===== src/rtl/core/oahi_pkg.sv =====
// shared types, codes and defaults of the open-addressing hash insert block
// no dependencies; used by every file in rtl/core but oahi_ram
package oahi_pkg;

    localparam int DEPTH_DEF    = 64;
    localparam int KEY_BITS_DEF = 16;

    localparam int MODE_W     = 2;
    localparam int TSIZE_W    = 7;
    localparam int COEF_W     = 4;
    localparam int SLOT_W     = 6;
    localparam int CNT_W      = 7;
    localparam int CFG_IDX_W  = 2;
    localparam int CFG_DATA_W = 7;
    // every residue is below the table size, so it fits the table size width
    localparam int VAL_W      = TSIZE_W;

    typedef logic [VAL_W-1:0] t_val;
    typedef logic [VAL_W:0]   t_sum;
    typedef logic [SLOT_W-1:0] t_slot;
    typedef logic [CNT_W-1:0]  t_cnt;

    typedef enum logic [CFG_IDX_W-1:0] {
        CFG_PROBE_MODE = 2'd0,
        CFG_TABLE_SIZE = 2'd1,
        CFG_QUAD_C1    = 2'd2,
        CFG_QUAD_C2    = 2'd3
    } t_cfg_idx;

    typedef enum logic [MODE_W-1:0] {
        MODE_LINEAR = 2'd0,
        MODE_QUAD   = 2'd1,
        MODE_DOUBLE = 2'd2
    } t_probe_mode;

    localparam logic CMD_INSERT = 1'b0;
    localparam logic CMD_READ   = 1'b1;

    localparam logic [MODE_W-1:0]  PROBE_MODE_RST = 2'd0;
    localparam logic [TSIZE_W-1:0] TSIZE_RST      = 7'd11;
    localparam logic [COEF_W-1:0]  QUAD_C1_RST    = 4'd1;
    localparam logic [COEF_W-1:0]  QUAD_C2_RST    = 4'd3;

    typedef enum logic [3:0] {
        ST_CLEAR,
        ST_IDLE,
        ST_MOD,
        ST_PROBE_RD,
        ST_PROBE_CHK,
        ST_STEP_UPD,
        ST_READ_RD,
        ST_READ_CHK,
        ST_DONE
    } t_state;

    // which residue the shared unit is working out
    typedef enum logic [1:0] {
        PH_KEY,
        PH_DBL,
        PH_QD,
        PH_QE
    } t_phase;

endpackage


===== src/rtl/core/oahi_ram.sv =====
// generic simple dual-port ram, one write and one registered read port
// depends on nothing
module oahi_ram #(
    parameter int WIDTH = 17,
    parameter int DEPTH = 64
) (
    input  logic                     i_clk,
    input  logic                     i_wr_en,
    input  logic [$clog2(DEPTH)-1:0] i_wr_addr,
    input  logic [WIDTH-1:0]         i_wr_data,
    input  logic                     i_rd_en,
    input  logic [$clog2(DEPTH)-1:0] i_rd_addr,
    output logic [WIDTH-1:0]         o_rd_data
);

    logic [WIDTH-1:0] r_mem [DEPTH];
    logic [WIDTH-1:0] r_rd_data;

    always_ff @(posedge i_clk) begin
        if (i_wr_en) begin
            r_mem[i_wr_addr] <= i_wr_data;
        end
        if (i_rd_en) begin
            r_rd_data <= r_mem[i_rd_addr];
        end
    end

    assign o_rd_data = r_rd_data;

endmodule


===== src/rtl/core/oahi_addmod.sv =====
// shared modular add unit: (a + b) mod m for a, b below m, one subtract
// depends on oahi_pkg
module oahi_addmod (
    input  oahi_pkg::t_val i_a,
    input  oahi_pkg::t_val i_b,
    input  oahi_pkg::t_val i_m,
    output oahi_pkg::t_val o_y
);

    oahi_pkg::t_sum sum;
    oahi_pkg::t_sum diff;

    assign sum  = {1'b0, i_a} + {1'b0, i_b};
    assign diff = sum - {1'b0, i_m};
    assign o_y  = (sum >= {1'b0, i_m}) ? oahi_pkg::t_val'(diff) : oahi_pkg::t_val'(sum);

endmodule


===== src/rtl/core/open_addressing_hash_insert.sv =====
// open-addressing hash table: insert with linear, quadratic or double probing, slot read
// depends on oahi_pkg, oahi_ram, oahi_addmod
//
//  channel  | direction | handshake                | payload
//  ---------+-----------+--------------------------+------------------------------------------
//  in       | in        | i_in_valid / o_in_ready  | i_cmd i_key i_slot_index i_batch_last
//  out      | out       | o_out_valid / i_out_ready| o_slot o_probe_count o_placed
//           |           |                          | o_stored_key o_slot_valid o_batch_done
//  cfg      | in        | i_cfg_valid / o_cfg_ready| i_cfg_index i_cfg_data
//
//  one word at a time; a read goes through a ram read, a check and the done state to the output register
//  an insert works out each residue in W = max(KEY_BITS,5) bit steps of the shared modular
//  adder (R = 1 residue linear, 2 double, 3 quadratic), then probes, each one ram read and
//  one check, with one step update on the adder between probes in quadratic mode
//  after reset a clearing pass writes every ram word empty, input not ready
//  a finished word waits in the output register; the next word is taken meanwhile and held
//  back at the end only if the output register is still occupied
//  cfg writes are always taken and must only come while the block is idle
module open_addressing_hash_insert #(
    parameter int DEPTH    = oahi_pkg::DEPTH_DEF,
    parameter int KEY_BITS = oahi_pkg::KEY_BITS_DEF
) (
    input  logic                            i_clk,
    input  logic                            i_rst_n,
    input  logic                            i_in_valid,
    output logic                            o_in_ready,
    input  logic                            i_cmd,
    input  logic [KEY_BITS-1:0]             i_key,
    input  logic [oahi_pkg::SLOT_W-1:0]     i_slot_index,
    input  logic                            i_batch_last,
    output logic                            o_out_valid,
    input  logic                            i_out_ready,
    output logic [oahi_pkg::SLOT_W-1:0]     o_slot,
    output logic [oahi_pkg::CNT_W-1:0]      o_probe_count,
    output logic                            o_placed,
    output logic [KEY_BITS-1:0]             o_stored_key,
    output logic                            o_slot_valid,
    output logic                            o_batch_done,
    input  logic                            i_cfg_valid,
    output logic                            o_cfg_ready,
    input  logic [oahi_pkg::CFG_IDX_W-1:0]  i_cfg_index,
    input  logic [oahi_pkg::CFG_DATA_W-1:0] i_cfg_data
);

    localparam int AW   = $clog2(DEPTH);
    localparam int DW   = (KEY_BITS > 5) ? KEY_BITS : 5;
    localparam int BW   = $clog2(DW + 1);
    localparam int NMAX = (DEPTH < 127) ? DEPTH : 127;
    localparam int RW   = KEY_BITS + 1;

    oahi_pkg::t_state r_state, n_state;
    oahi_pkg::t_phase r_phase, n_phase;

    logic [oahi_pkg::MODE_W-1:0]  r_probe_mode;
    logic [oahi_pkg::TSIZE_W-1:0] r_tsize;
    logic [oahi_pkg::COEF_W-1:0]  r_c1, r_c2;

    logic                r_cmd;
    logic [KEY_BITS-1:0] r_key;
    oahi_pkg::t_slot     r_idx;
    logic                r_last;

    oahi_pkg::t_val  r_s, n_s, r_d, n_d, r_e, n_e, r_acc, n_acc;
    logic [DW-1:0]   r_div, n_div;
    logic [BW-1:0]   r_bit, n_bit;
    oahi_pkg::t_cnt  r_cnt, n_cnt;
    logic [AW-1:0]   r_clr, n_clr;

    oahi_pkg::t_slot     r_res_slot, n_res_slot;
    oahi_pkg::t_cnt      r_res_cnt, n_res_cnt;
    logic                r_res_placed, n_res_placed;
    logic [KEY_BITS-1:0] r_res_key, n_res_key;
    logic                r_res_valid, n_res_valid;

    logic                r_out_valid;
    oahi_pkg::t_slot     r_out_slot;
    oahi_pkg::t_cnt      r_out_cnt;
    logic                r_out_placed;
    logic [KEY_BITS-1:0] r_out_key;
    logic                r_out_slot_valid;
    logic                r_out_last;

    oahi_pkg::t_val u_a, u_b, u_m, u_y;
    oahi_pkg::t_val eff_n;
    oahi_pkg::t_cnt cnt1;

    logic            in_acc, out_load, mod_last, is_quad, is_dbl, idx_ok;
    logic            ram_we, ram_re;
    logic [AW-1:0]   ram_waddr, ram_raddr;
    logic [RW-1:0]   ram_wdata, ram_q;

    // effective table size, clamped to 2 .. DEPTH, and to 127 at most
    always_comb begin
        if (r_tsize < 7'd2) begin
            eff_n = 7'd2;
        end else if (r_tsize > 7'(NMAX)) begin
            eff_n = 7'(NMAX);
        end else begin
            eff_n = r_tsize;
        end
    end

    assign is_quad  = (r_probe_mode == oahi_pkg::MODE_QUAD);
    assign is_dbl   = (r_probe_mode == oahi_pkg::MODE_DOUBLE);
    assign mod_last = (r_bit == BW'(1));
    assign cnt1     = r_cnt + 7'd1;
    assign idx_ok   = (int'(r_idx) < DEPTH);
    assign in_acc   = i_in_valid && o_in_ready;
    assign out_load = (r_state == oahi_pkg::ST_DONE) && (!r_out_valid || i_out_ready);

    assign o_in_ready  = (r_state == oahi_pkg::ST_IDLE);
    assign o_cfg_ready = 1'b1;

    oahi_addmod u_addmod (
        .i_a (u_a),
        .i_b (u_b),
        .i_m (u_m),
        .o_y (u_y)
    );

    oahi_ram #(
        .WIDTH (RW),
        .DEPTH (DEPTH)
    ) u_ram (
        .i_clk     (i_clk),
        .i_wr_en   (ram_we),
        .i_wr_addr (ram_waddr),
        .i_wr_data (ram_wdata),
        .i_rd_en   (ram_re),
        .i_rd_addr (ram_raddr),
        .o_rd_data (ram_q)
    );

    // next state
    always_comb begin
        n_state = r_state;
        unique case (r_state)
            oahi_pkg::ST_CLEAR: begin
                if (r_clr == AW'(DEPTH - 1)) begin
                    n_state = oahi_pkg::ST_IDLE;
                end
            end
            oahi_pkg::ST_IDLE: begin
                if (in_acc) begin
                    n_state = (i_cmd == oahi_pkg::CMD_READ) ? oahi_pkg::ST_READ_RD
                                                            : oahi_pkg::ST_MOD;
                end
            end
            oahi_pkg::ST_MOD: begin
                if (mod_last) begin
                    unique case (r_phase)
                        oahi_pkg::PH_KEY: begin
                            n_state = (is_quad || is_dbl) ? oahi_pkg::ST_MOD
                                                          : oahi_pkg::ST_PROBE_RD;
                        end
                        oahi_pkg::PH_QD:  n_state = oahi_pkg::ST_MOD;
                        oahi_pkg::PH_DBL: n_state = oahi_pkg::ST_PROBE_RD;
                        oahi_pkg::PH_QE:  n_state = oahi_pkg::ST_PROBE_RD;
                        default:          n_state = oahi_pkg::ST_PROBE_RD;
                    endcase
                end
            end
            oahi_pkg::ST_PROBE_RD: n_state = oahi_pkg::ST_PROBE_CHK;
            oahi_pkg::ST_PROBE_CHK: begin
                priority if (!ram_q[KEY_BITS] || cnt1 == eff_n) begin
                    n_state = oahi_pkg::ST_DONE;
                end else if (is_quad) begin
                    n_state = oahi_pkg::ST_STEP_UPD;
                end else begin
                    n_state = oahi_pkg::ST_PROBE_RD;
                end
            end
            oahi_pkg::ST_STEP_UPD: n_state = oahi_pkg::ST_PROBE_RD;
            oahi_pkg::ST_READ_RD:  n_state = oahi_pkg::ST_READ_CHK;
            oahi_pkg::ST_READ_CHK: n_state = oahi_pkg::ST_DONE;
            oahi_pkg::ST_DONE: begin
                if (out_load) begin
                    n_state = oahi_pkg::ST_IDLE;
                end
            end
            default: n_state = oahi_pkg::ST_IDLE;
        endcase
    end

    // datapath control and next values
    always_comb begin
        n_phase      = r_phase;
        n_s          = r_s;
        n_d          = r_d;
        n_e          = r_e;
        n_acc        = r_acc;
        n_div        = r_div;
        n_bit        = r_bit;
        n_cnt        = r_cnt;
        n_clr        = r_clr;
        n_res_slot   = r_res_slot;
        n_res_cnt    = r_res_cnt;
        n_res_placed = r_res_placed;
        n_res_key    = r_res_key;
        n_res_valid  = r_res_valid;
        u_a          = '0;
        u_b          = '0;
        u_m          = eff_n;
        ram_we       = 1'b0;
        ram_waddr    = AW'(r_s);
        ram_wdata    = {1'b1, r_key};
        ram_re       = 1'b0;
        ram_raddr    = AW'(r_s);
        unique case (r_state)
            oahi_pkg::ST_CLEAR: begin
                ram_we    = 1'b1;
                ram_waddr = r_clr;
                ram_wdata = '0;
                n_clr     = r_clr + AW'(1);
            end
            oahi_pkg::ST_IDLE: begin
                n_cnt   = '0;
                n_acc   = '0;
                n_div   = DW'(i_key);
                n_bit   = BW'(DW);
                n_phase = oahi_pkg::PH_KEY;
            end
            oahi_pkg::ST_MOD: begin
                // restoring remainder, one dividend bit a step
                u_a   = r_acc;
                u_b   = r_acc + 7'(r_div[DW-1]);
                u_m   = (r_phase == oahi_pkg::PH_DBL) ? (eff_n - 7'd1) : eff_n;
                n_acc = u_y;
                n_div = r_div << 1;
                n_bit = r_bit - BW'(1);
                if (mod_last) begin
                    n_acc = '0;
                    n_bit = BW'(DW);
                    unique case (r_phase)
                        oahi_pkg::PH_KEY: begin
                            n_s = u_y;
                            n_d = 7'd1;
                            n_e = '0;
                            if (is_quad) begin
                                n_phase = oahi_pkg::PH_QD;
                                n_div   = DW'({1'b0, r_c1} + {1'b0, r_c2});
                            end else if (is_dbl) begin
                                n_phase = oahi_pkg::PH_DBL;
                                n_div   = DW'(r_key);
                            end
                        end
                        oahi_pkg::PH_DBL: n_d = u_y + 7'd1;
                        oahi_pkg::PH_QD: begin
                            // first quadratic step c1 + c2, later ones grow by 2*c2
                            n_d     = u_y;
                            n_phase = oahi_pkg::PH_QE;
                            n_div   = DW'({r_c2, 1'b0});
                        end
                        oahi_pkg::PH_QE: n_e = u_y;
                        default: n_e = '0;
                    endcase
                end
            end
            oahi_pkg::ST_PROBE_RD: begin
                ram_re = 1'b1;
            end
            oahi_pkg::ST_PROBE_CHK: begin
                u_a = r_s;
                u_b = r_d;
                if (!ram_q[KEY_BITS]) begin
                    ram_we       = 1'b1;
                    n_res_slot   = oahi_pkg::t_slot'(r_s);
                    n_res_cnt    = cnt1;
                    n_res_placed = 1'b1;
                    n_res_key    = r_key;
                    n_res_valid  = 1'b1;
                end else if (cnt1 == eff_n) begin
                    // table full within the probe budget
                    n_res_slot   = '0;
                    n_res_cnt    = cnt1;
                    n_res_placed = 1'b0;
                    n_res_key    = '0;
                    n_res_valid  = 1'b0;
                end else begin
                    n_s   = u_y;
                    n_cnt = cnt1;
                end
            end
            oahi_pkg::ST_STEP_UPD: begin
                u_a = r_d;
                u_b = r_e;
                n_d = u_y;
            end
            oahi_pkg::ST_READ_RD: begin
                ram_re    = 1'b1;
                ram_raddr = AW'(r_idx);
            end
            oahi_pkg::ST_READ_CHK: begin
                n_res_slot   = r_idx;
                n_res_cnt    = '0;
                n_res_placed = 1'b0;
                n_res_valid  = idx_ok && ram_q[KEY_BITS];
                n_res_key    = (idx_ok && ram_q[KEY_BITS]) ? ram_q[KEY_BITS-1:0] : '0;
            end
            oahi_pkg::ST_DONE: begin
                n_cnt = r_cnt;
            end
            default: begin
                n_cnt = r_cnt;
            end
        endcase
    end

    always_ff @(posedge i_clk) begin
        if (!i_rst_n) begin
            r_state      <= oahi_pkg::ST_CLEAR;
            r_clr        <= '0;
            r_out_valid  <= 1'b0;
            r_probe_mode <= oahi_pkg::PROBE_MODE_RST;
            r_tsize      <= oahi_pkg::TSIZE_RST;
            r_c1         <= oahi_pkg::QUAD_C1_RST;
            r_c2         <= oahi_pkg::QUAD_C2_RST;
        end else begin
            r_state <= n_state;
            r_clr   <= n_clr;
            if (out_load) begin
                r_out_valid <= 1'b1;
            end else if (i_out_ready) begin
                r_out_valid <= 1'b0;
            end
            if (i_cfg_valid) begin
                unique case (oahi_pkg::t_cfg_idx'(i_cfg_index))
                    oahi_pkg::CFG_PROBE_MODE: r_probe_mode <= i_cfg_data[1:0];
                    oahi_pkg::CFG_TABLE_SIZE: r_tsize      <= i_cfg_data;
                    oahi_pkg::CFG_QUAD_C1:    r_c1         <= i_cfg_data[3:0];
                    oahi_pkg::CFG_QUAD_C2:    r_c2         <= i_cfg_data[3:0];
                    default:                  r_c2         <= r_c2;
                endcase
            end
        end
    end

    always_ff @(posedge i_clk) begin
        if (in_acc) begin
            r_cmd  <= i_cmd;
            r_key  <= i_key;
            r_idx  <= i_slot_index;
            r_last <= i_batch_last;
        end
        r_phase      <= n_phase;
        r_s          <= n_s;
        r_d          <= n_d;
        r_e          <= n_e;
        r_acc        <= n_acc;
        r_div        <= n_div;
        r_bit        <= n_bit;
        r_cnt        <= n_cnt;
        r_res_slot   <= n_res_slot;
        r_res_cnt    <= n_res_cnt;
        r_res_placed <= n_res_placed;
        r_res_key    <= n_res_key;
        r_res_valid  <= n_res_valid;
        if (out_load) begin
            r_out_slot       <= r_res_slot;
            r_out_cnt        <= r_res_cnt;
            r_out_placed     <= r_res_placed && (r_cmd == oahi_pkg::CMD_INSERT);
            r_out_key        <= r_res_key;
            r_out_slot_valid <= r_res_valid;
            r_out_last       <= r_last;
        end
    end

    assign o_out_valid   = r_out_valid;
    assign o_slot        = r_out_slot;
    assign o_probe_count = r_out_cnt;
    assign o_placed      = r_out_placed;
    assign o_stored_key  = r_out_key;
    assign o_slot_valid  = r_out_slot_valid;
    assign o_batch_done  = r_out_last;

endmodule


===== config.mk =====
export PLATFORM = sky130hd
export DESIGN_NAME = open_addressing_hash_insert
export DESIGN_NICKNAME = d
export VERILOG_FILES = /design/src/rtl/core/oahi_pkg.sv /design/src/rtl/core/oahi_ram.sv /design/src/rtl/core/oahi_addmod.sv /design/src/rtl/core/open_addressing_hash_insert.sv
export SDC_FILE = /design/constraint.sdc
export NUM_CORES = 2
export LEC_CHECK = 0
export BUFFER_PORTS_ARGS = -buffer_cell sky130_fd_sc_hd__buf_2
export CAP_MARGIN = 15
export CORE_AREA = 2 2 341 343
export CTS_BUF_LIST = sky130_fd_sc_hd__clkbuf_16
export DETAILED_ROUTE_END_ITERATION = 7
export DIE_AREA = 0 0 343 345
export GPL_ROUTABILITY_DRIVEN = 1
export PLACE_DENSITY = 0.72
export SYNTH_ARGS = -nofsm -noshare
export SYNTH_HDL_FRONTEND = slang
export SYNTH_SLANG_ARGS = --single-unit

===== constraint.sdc =====
create_clock -name i_clk -period 7 [get_ports i_clk]
set_input_delay 0.7 -clock i_clk [delete_from_list [all_inputs] [get_ports i_clk]]
set_output_delay 0.7 -clock i_clk [all_outputs]
set_load 0.005 [all_outputs]

Word-level counts from Yosys, hierarchy flattened
Memories as Yosys holds them, arrays and structs flattened. A register that Yosys moved wholly into a read port is not among the register bits.
Cells that the tools add are included.
{"block": "op_classes", "reduce_logical": 31, "order_cmp": 3, "bitwise": 1, "add_sub_neg": 9, "muxes": 67, "eq_ne": 30}
{"cell": "7-bit 2-to-1 mux", "n": 15}
{"cell": "16-bit 2-to-1 mux", "n": 6}
{"cell": "16-bit case mux with 2 select lines", "n": 3}
{"cell": "7-bit case mux with 2 select lines", "n": 6}
{"cell": "7-bit case mux with 3 select lines", "n": 3}
{"cell": "4-bit case mux with 9 select lines", "n": 1}
{"cell": "6-bit 2-to-1 mux", "n": 4}
{"cell": "4-bit 2-to-1 mux", "n": 5}
{"cell": "17-bit 2-to-1 mux", "n": 1}
{"cell": "4-bit by 3-bit equality test with 1-bit output, second input constant", "n": 4}
{"cell": "7-bit by 1-bit adder with 7-bit output, second input constant", "n": 2}
{"cell": "2-bit nonzero test", "n": 7}
{"cell": "4-bit case mux with 3 select lines", "n": 1}
{"cell": "6-bit case mux with 2 select lines", "n": 1}
{"cell": "2-bit equality test, second input constant", "n": 5}
{"cell": "2-bit != test, second input constant", "n": 5}
{"cell": "5-bit case mux with 2 select lines", "n": 1}
{"cell": "2-bit AND reduction", "n": 5}
{"cell": "1-bit 2-to-1 mux", "n": 9}
{"cell": "3-bit AND reduction", "n": 3}
{"cell": "7-bit by 7-bit adder with 8-bit output", "n": 1}
{"cell": "4-bit by 2-bit equality test with 1-bit output, second input constant", "n": 2}
{"cell": "8-bit by 7-bit >= comparator with 1-bit output", "n": 1}
{"cell": "2-bit case mux with 2 select lines", "n": 2}
{"cell": "other kinds (32)", "n": 48}
{"block": "totals", "memories": 1, "reg_bits": 173, "inputBits": 38, "ramBits": 1088, "output_inout_bits": 35, "wordCells": 172}
{"name": "u_ram.r_mem", "depth": 64, "width": 17, "rd": 1, "rd_ports_with_merged_regs": 1, "wr": 1, "line_no": "oahi_ram.sv:16", "rtl": "logic [WIDTH-1:0] r_mem [DEPTH];"}

Longest topological paths before layout
{"block": "depth", "depth_word": 12, "ltp_mapped": 26, "depth_no_buf": 24}

Modules after synthesis
A second synthesis with hierarchy kept.
{"block": "unflattened", "cells_unflattened": 2765, "area_unflattened_um2": 51491.9}
{"mod": "oahi_ram", "area_per_inst_um2": 42514.5, "cells_per_inst": 1953, "seq_area_each_um2": 33181.8, "n_inst": 1}
{"mod": "open_addressing_hash_insert", "area_per_inst_um2": 8326.7, "cells_per_inst": 738, "seq_area_each_um2": 4914.7, "n_inst": 1}
{"mod": "oahi_addmod", "area_per_inst_um2": 650.6, "cells_per_inst": 74, "seq_area_each_um2": 0.0, "n_inst": 1}

Least setup slack after synthesis
No wires, ideal clock.
{"block": "synth_path", "path_type": "register to register", "startpoint": "register r_state[0]", "endpoint": "register r_d[4], data pin", "path_stages_with_launch": 25, "t_arrival_ns": 5.305, "t_required_ns": 6.744, "synth_period_minus_slack_ns": 5.561, "setup_time_ns": 0.256, "slack_ns": 1.439, "n_path_buf": 3, "cell_sequence": "dfxtp_1 buf_1 nor4b_1 clkbuf_1 clkbuf_1 a222oi_1 inv_1 ha_1 fa_1 a21o_1 a21oi_1 o21bai_1 a21oi_1 xnor2_1 ha_1 nor3_1 a21oi_1 nor2_1 mux2i_1 ha_1 nand2_1 or4_1 nand2_1 nor4_1 o22a_1"}
{"block": "synth_between", "elab_chain_len": 9, "word_cells_on_any_way": 14, "classes_between": "add/sub: 3; order compare: 1; eq/ne: 3; mux: 7"}
{"item": "from (decl)", "line_no": "open_addressing_hash_insert.sv:51", "rtl": "oahi_pkg::t_state r_state, n_state;"}
{"item": "from (signal assigned)", "line_no": "open_addressing_hash_insert.sv:311", "rtl": "r_state <= oahi_pkg::ST_CLEAR;"}
{"item": "from (signal assigned)", "line_no": "open_addressing_hash_insert.sv:319", "rtl": "r_state <= n_state;"}
{"item": "4-bit by 3-bit equality test with 1-bit output / 4-bit by 2-bit equality test with 1-bit output (equally long branches)", "line_no": "open_addressing_hash_insert.sv:209", "rtl": "unique case (r_state)"}
{"item": "7-bit case mux with 3 select lines", "line_no": "open_addressing_hash_insert.sv:209"}
{"item": "7-bit by 7-bit adder with 8-bit output", "line_no": "oahi_addmod.sv:13", "rtl": "assign sum = {1'b0, i_a} + {1'b0, i_b};"}
{"item": "7-bit subtractor / 8-bit by 7-bit >= comparator with 1-bit output (equally long branches)", "line_no": "oahi_addmod.sv:14, oahi_addmod.sv:15"}
{"item": "7-bit 2-to-1 mux", "line_no": "oahi_addmod.sv:15", "rtl": "assign o_y = (sum >= {1'b0, i_m}) ? oahi_pkg::t_val'(diff) : oahi_pkg::t_val'(sum);"}
{"item": "7-bit by 1-bit adder with 7-bit output", "line_no": "open_addressing_hash_insert.sv:247", "rtl": "oahi_pkg::PH_DBL: n_d = u_y + 7'd1;"}
{"item": "7-bit case mux with 3 select lines", "line_no": "open_addressing_hash_insert.sv:234", "rtl": "unique case (r_phase)"}
{"item": "7-bit 2-to-1 mux", "line_no": "open_addressing_hash_insert.sv:231", "rtl": "if (mod_last) begin"}
{"item": "7-bit case mux with 2 select lines *", "line_no": "open_addressing_hash_insert.sv:209"}
{"item": "via n_d[4]", "line_no": "open_addressing_hash_insert.sv:63", "rtl": "oahi_pkg::t_val r_s, n_s, r_d, n_d, r_e, n_e, r_acc, n_acc;"}
{"item": "to (signal assigned)", "line_no": "open_addressing_hash_insert.sv:347", "rtl": "r_d <= n_d;"}
{"item": "to (decl)", "line_no": "open_addressing_hash_insert.sv:63"}
The timed path passes the listed nets; every way through them passes the cells marked *. The select of a mux whose other input is x is not followed.
A chain may end at the register's enable or synchronous reset.

Final worst setup path
{"block": "layout_path", "startpoint": "register r_state[3]", "endpoint": "register r_d[4], data pin"}
Same word-level chain as after synthesis.

==> results by group <==
Finish
  – Share of cells above drive strength 1: 21.40%
  – Area growth from synthesis to layout: 12.99%
  – Area of the multi-input gates: 12580 um2
  – Fill cells: 9182
  – Final net count: 2984
  – Sequential cell area: 38100 um2

Yosys
  – Netlist cell types: 68
  – Fraction of registers with async set/reset: 0%
  – Mapped Area: 51230 um2
  – Seq/Total Area, Yosys: 74.36%
  – Post-synth top cells: edfxtp_1 (1250), mux4_2 (224), mux2i_1 (198)
  – Post-synth EDFFs: 1250
  – Cell taking the most area after synthesis: edfxtp_1
  – Synthesis-stage register bit count: 1278
  – Synth top area share: 73.26%
  – Most frequent cell after synthesis: edfxtp_1
  – Mapped Cells: 2753
  – Synth area leaders: edfxtp_1 (73%), mux4_2 (9.8%), mux2i_1 (3.9%)
  – Top FF cell, synth: edfxtp_1
  – Syn_area_per_cell: 18.61 um2
  – Syn Nets: 2825
  – Yosys warns: 0

CTS
  – CTS root buf: clkbuf_16
  – PostCTS Resize Cnt: 0
  – Sinks on Clock Net: 1278
  – Clk slew on worst S/H paths: 0.07 ns
  – Clk buf depth: 3
  – Setup Fix Bufs, Post-CTS: 0
  – H-tree depth: 3
  – Worst skew pair latency: 0.70 ns
  – Cts bufs inserted: 121
  – CTS tree: built
  – Hold buffers post-CTS: 0

Route
  – DR vias: 26880
  – Antenna-violating nets left: 0
  – Vias per cell: 5.923
  – Initial DRC count: 3312
  – Met3 routed WL: 10880 um
  – Wire length on met2: 58310 um
  – Routed wire length: 120900 um
  – WL met1: 47410 um
  – Routed length per instance: 26.64 um
  – Detailed Routing Iterations Pass 1: 6
  – Max layer used: met5
  – Residual DRC: 0

Critical path
  – Setup crit start kind: flip-flop
  – Slowest-stage cell, CP: dfxtp_1
  – Crit path max-delay family: simple AND/OR/NAND/NOR gates
  – Crit path required time: 7.44 ns
  – Maximum fanout along the worst path: 15
  – WP buf/inv: 1
  – CP Data Arrival Time: 6.81 ns
  – Crit Path Class: flip-flop to flip-flop
  – Setup crit end kind: flip-flop
  – Worst path max stage delay: 0.59 ns
  – Crit-path cells: nor2b_1, and2_1, a222oi_1, inv_1, ha_1, fa_1, a21o_1, a21oi_1, o21bai_1, a21oi_1, xnor2_1, ha_1, nor3_1, a21oi_1, nor2_1, mux2i_1, ha_1, nand2_1, or4_1, nand2_1, nor4_1, o22a_1

GRT
  – First-pass GRT wire length: 176800 um
  – Initial antenna violation count: 7
  – Overflow after GRT: 0
  – Vias in the first global route: 26680
  – Pin count of the biggest net entering global routing: 70
  – Total track usage: 20.19%

Power
  – Cell internal pwr: 12.34 mW
  – Total Power: 15.65 mW
  – Peak supply drop: 0.2009 mV
  – Switching Share: 21.16%
  – PwrDens: 270.4 nW/um2
  – Lkg Pwr: 19.52 nW
  – Clk pwr share: 40.3%
  – Seq pwr share: 55.6%
  – Switching power: 3.312 mW
  – Combinational power share: 4.1%

Die
  – Row count: 125
  – Initial core utilization: 44.51%
  – Core Box Area: 115100 um2
  – Die Span Y: 345 um
  – IO Count: 73
  – Chip width: 343 um
  – DIE AREA: 118300 um2

STA
  – Slew margin rel.: 19.69%
  – Period utilization: 91.01%
  – Final setup viols: 0
  – RSZ-0062 raised after global routing: false
  – Slew Limit Fails: 0
  – Fmax: 157.0 MHz
  – Worst slew pin tran: 1.203 ns
  – Final Skew: 0.03487 ns
  – Setup TNS: 0 ns
  – Hold Vio Cnt, Final: 0
  – Min Tclk post-route: 6.371 ns

Min path
  – Hold Crit Class: input port to flip-flop

Place
  – Post-DP HPWL: 71930 um
  – Port buffer count: 71
  – RePlAce Congestion: 0.8621

Run status
  – Outcome: finished clean

Job
  – Max cap viols: 0
==> layer usage <==
metal	GRT usage [%]	vias to the layer above
li1	-	11460
met1	28.05	13880
met2	32.27	1313
met3	3.545	225
met4	7.031	8
met5	0	-
==> path summary, 6_finish.rpt <==
path | start | end | slack (ns) | depth (start not counted)
setup / recovery | r_state[3] | r_d[4] | 0.63 | 22
hold / removal | i_key[10] | r_key[10] | 0.20 | 1
setup reg to reg | r_state[3] | r_d[4] | 0.63 | 22
hold reg to reg | r_res_key[11] | o_stored_key[11] | 0.41 | 0
==> state kept, by name (all words and copies together) (netlist names), 16 cells and up <==
name,flops
u_ram.r_mem,1088
u_ram.o_rd_data,17
r_res_key,16
r_div,16
o_stored_key,16
r_key,16
==> layout make-up <==
class / instances / area share (%)
sequential: 1278 / 65.81
multi-input combinational: 1294 / 21.73
clock buffer: 123 / 5.317
tap: 1524 / 3.294
timing repair buffer: 178 / 2.254
clock inverter: 102 / 1.336
inverter: 39 / 0.2529
antenna: 1 / 0.004323
==> power groups by stage <==
stage	logic [mW]	registers [mW]	clock network [mW]
global route	0.684	8.72	6.66
CTS	0.637	8.71	6.37
floorplan	0.335	8.85	0
detailed placement	0.634	8.87	0
finish	0.643	8.71	6.30
global placement	0.624	8.86	0
==> worst register-to-register path: stages, from the launching register on <==
cell and delay, ns:
dfxtp_1 0.59, nor2b_1 0.18, and2_1 0.34, a222oi_1 0.37
inv_1 0.08, ha_1 0.23, fa_1 0.46, a21o_1 0.17
a21oi_1 0.23, o21bai_1 0.10, a21oi_1 0.18, xnor2_1 0.17
ha_1 0.29, nor3_1 0.26, a21oi_1 0.17, nor2_1 0.50
mux2i_1 0.57, ha_1 0.31, nand2_1 0.06, or4_1 0.43
nand2_1 0.14, nor4_1 0.07, o22a_1 0.22
==> cell usage in the layout (no fill, tap or decap), drive strengths merged, types with 7 or more instances in the layout <==
cell type,synthesis,routed
edfxtp,1250,1250
mux4,224,224
mux2i,198,198
buf,71,178
nor2,147,147
nand2,135,135
clkbuf,71,123
o21ai,104,104
inv,38,65
a221oi,64,64
clkinv,1,64
nand3,55,55
a21oi,37,37
o22ai,37,37
nor2b,35,35
ha,31,31
dfxtp,28,28
and2,20,20
xnor2,19,19
or4,18,18
nand3b,15,15
nor3,15,15
xor2,12,12
a222oi,10,10
bufinv,0,10
nand2b,9,9
and3,8,8
o21a,7,7
a21o,7,7
==> per-stage QoR <==
| stage | area, um2 | util (%) | setup WS (ns) | instances | hold slack (ns) |
|---|---|---|---|---|---|
| floorplan | 51230 | - | 1.439 | 2753 | 0.4003 |
| global placement | 53930 | 46.85 | 0.9133 | 4307 | 0.4023 |
| detailed placement | 53950 | 46.87 | 0.7243 | 4308 | 0.4045 |
| CTS | 57800 | 50.22 | 0.7197 | 4533 | 0.1675 |
| global route | 57890 | 50.29 | 0.03166 | 4538 | 0.1756 |
| finish | 57890 | 50.29 | 0.6290 | 4539 | 0.1950 |
==> kinds of logic after synthesis <==
logic type	Yosys count	share of synthesized area [%]
AO/OA/AOI/OAI	313	4.081
buffers and inverters	181	1.663
flip-flops	1278	74.36
adder cells (fa/ha/maj)	34	0.8743
other	1	0.007319
AND/OR/NAND/NOR	484	4.508
XOR/XNOR	34	0.6618
multiplexers	428	13.85
Note: power is estimated with default switching activity, not from simulation.
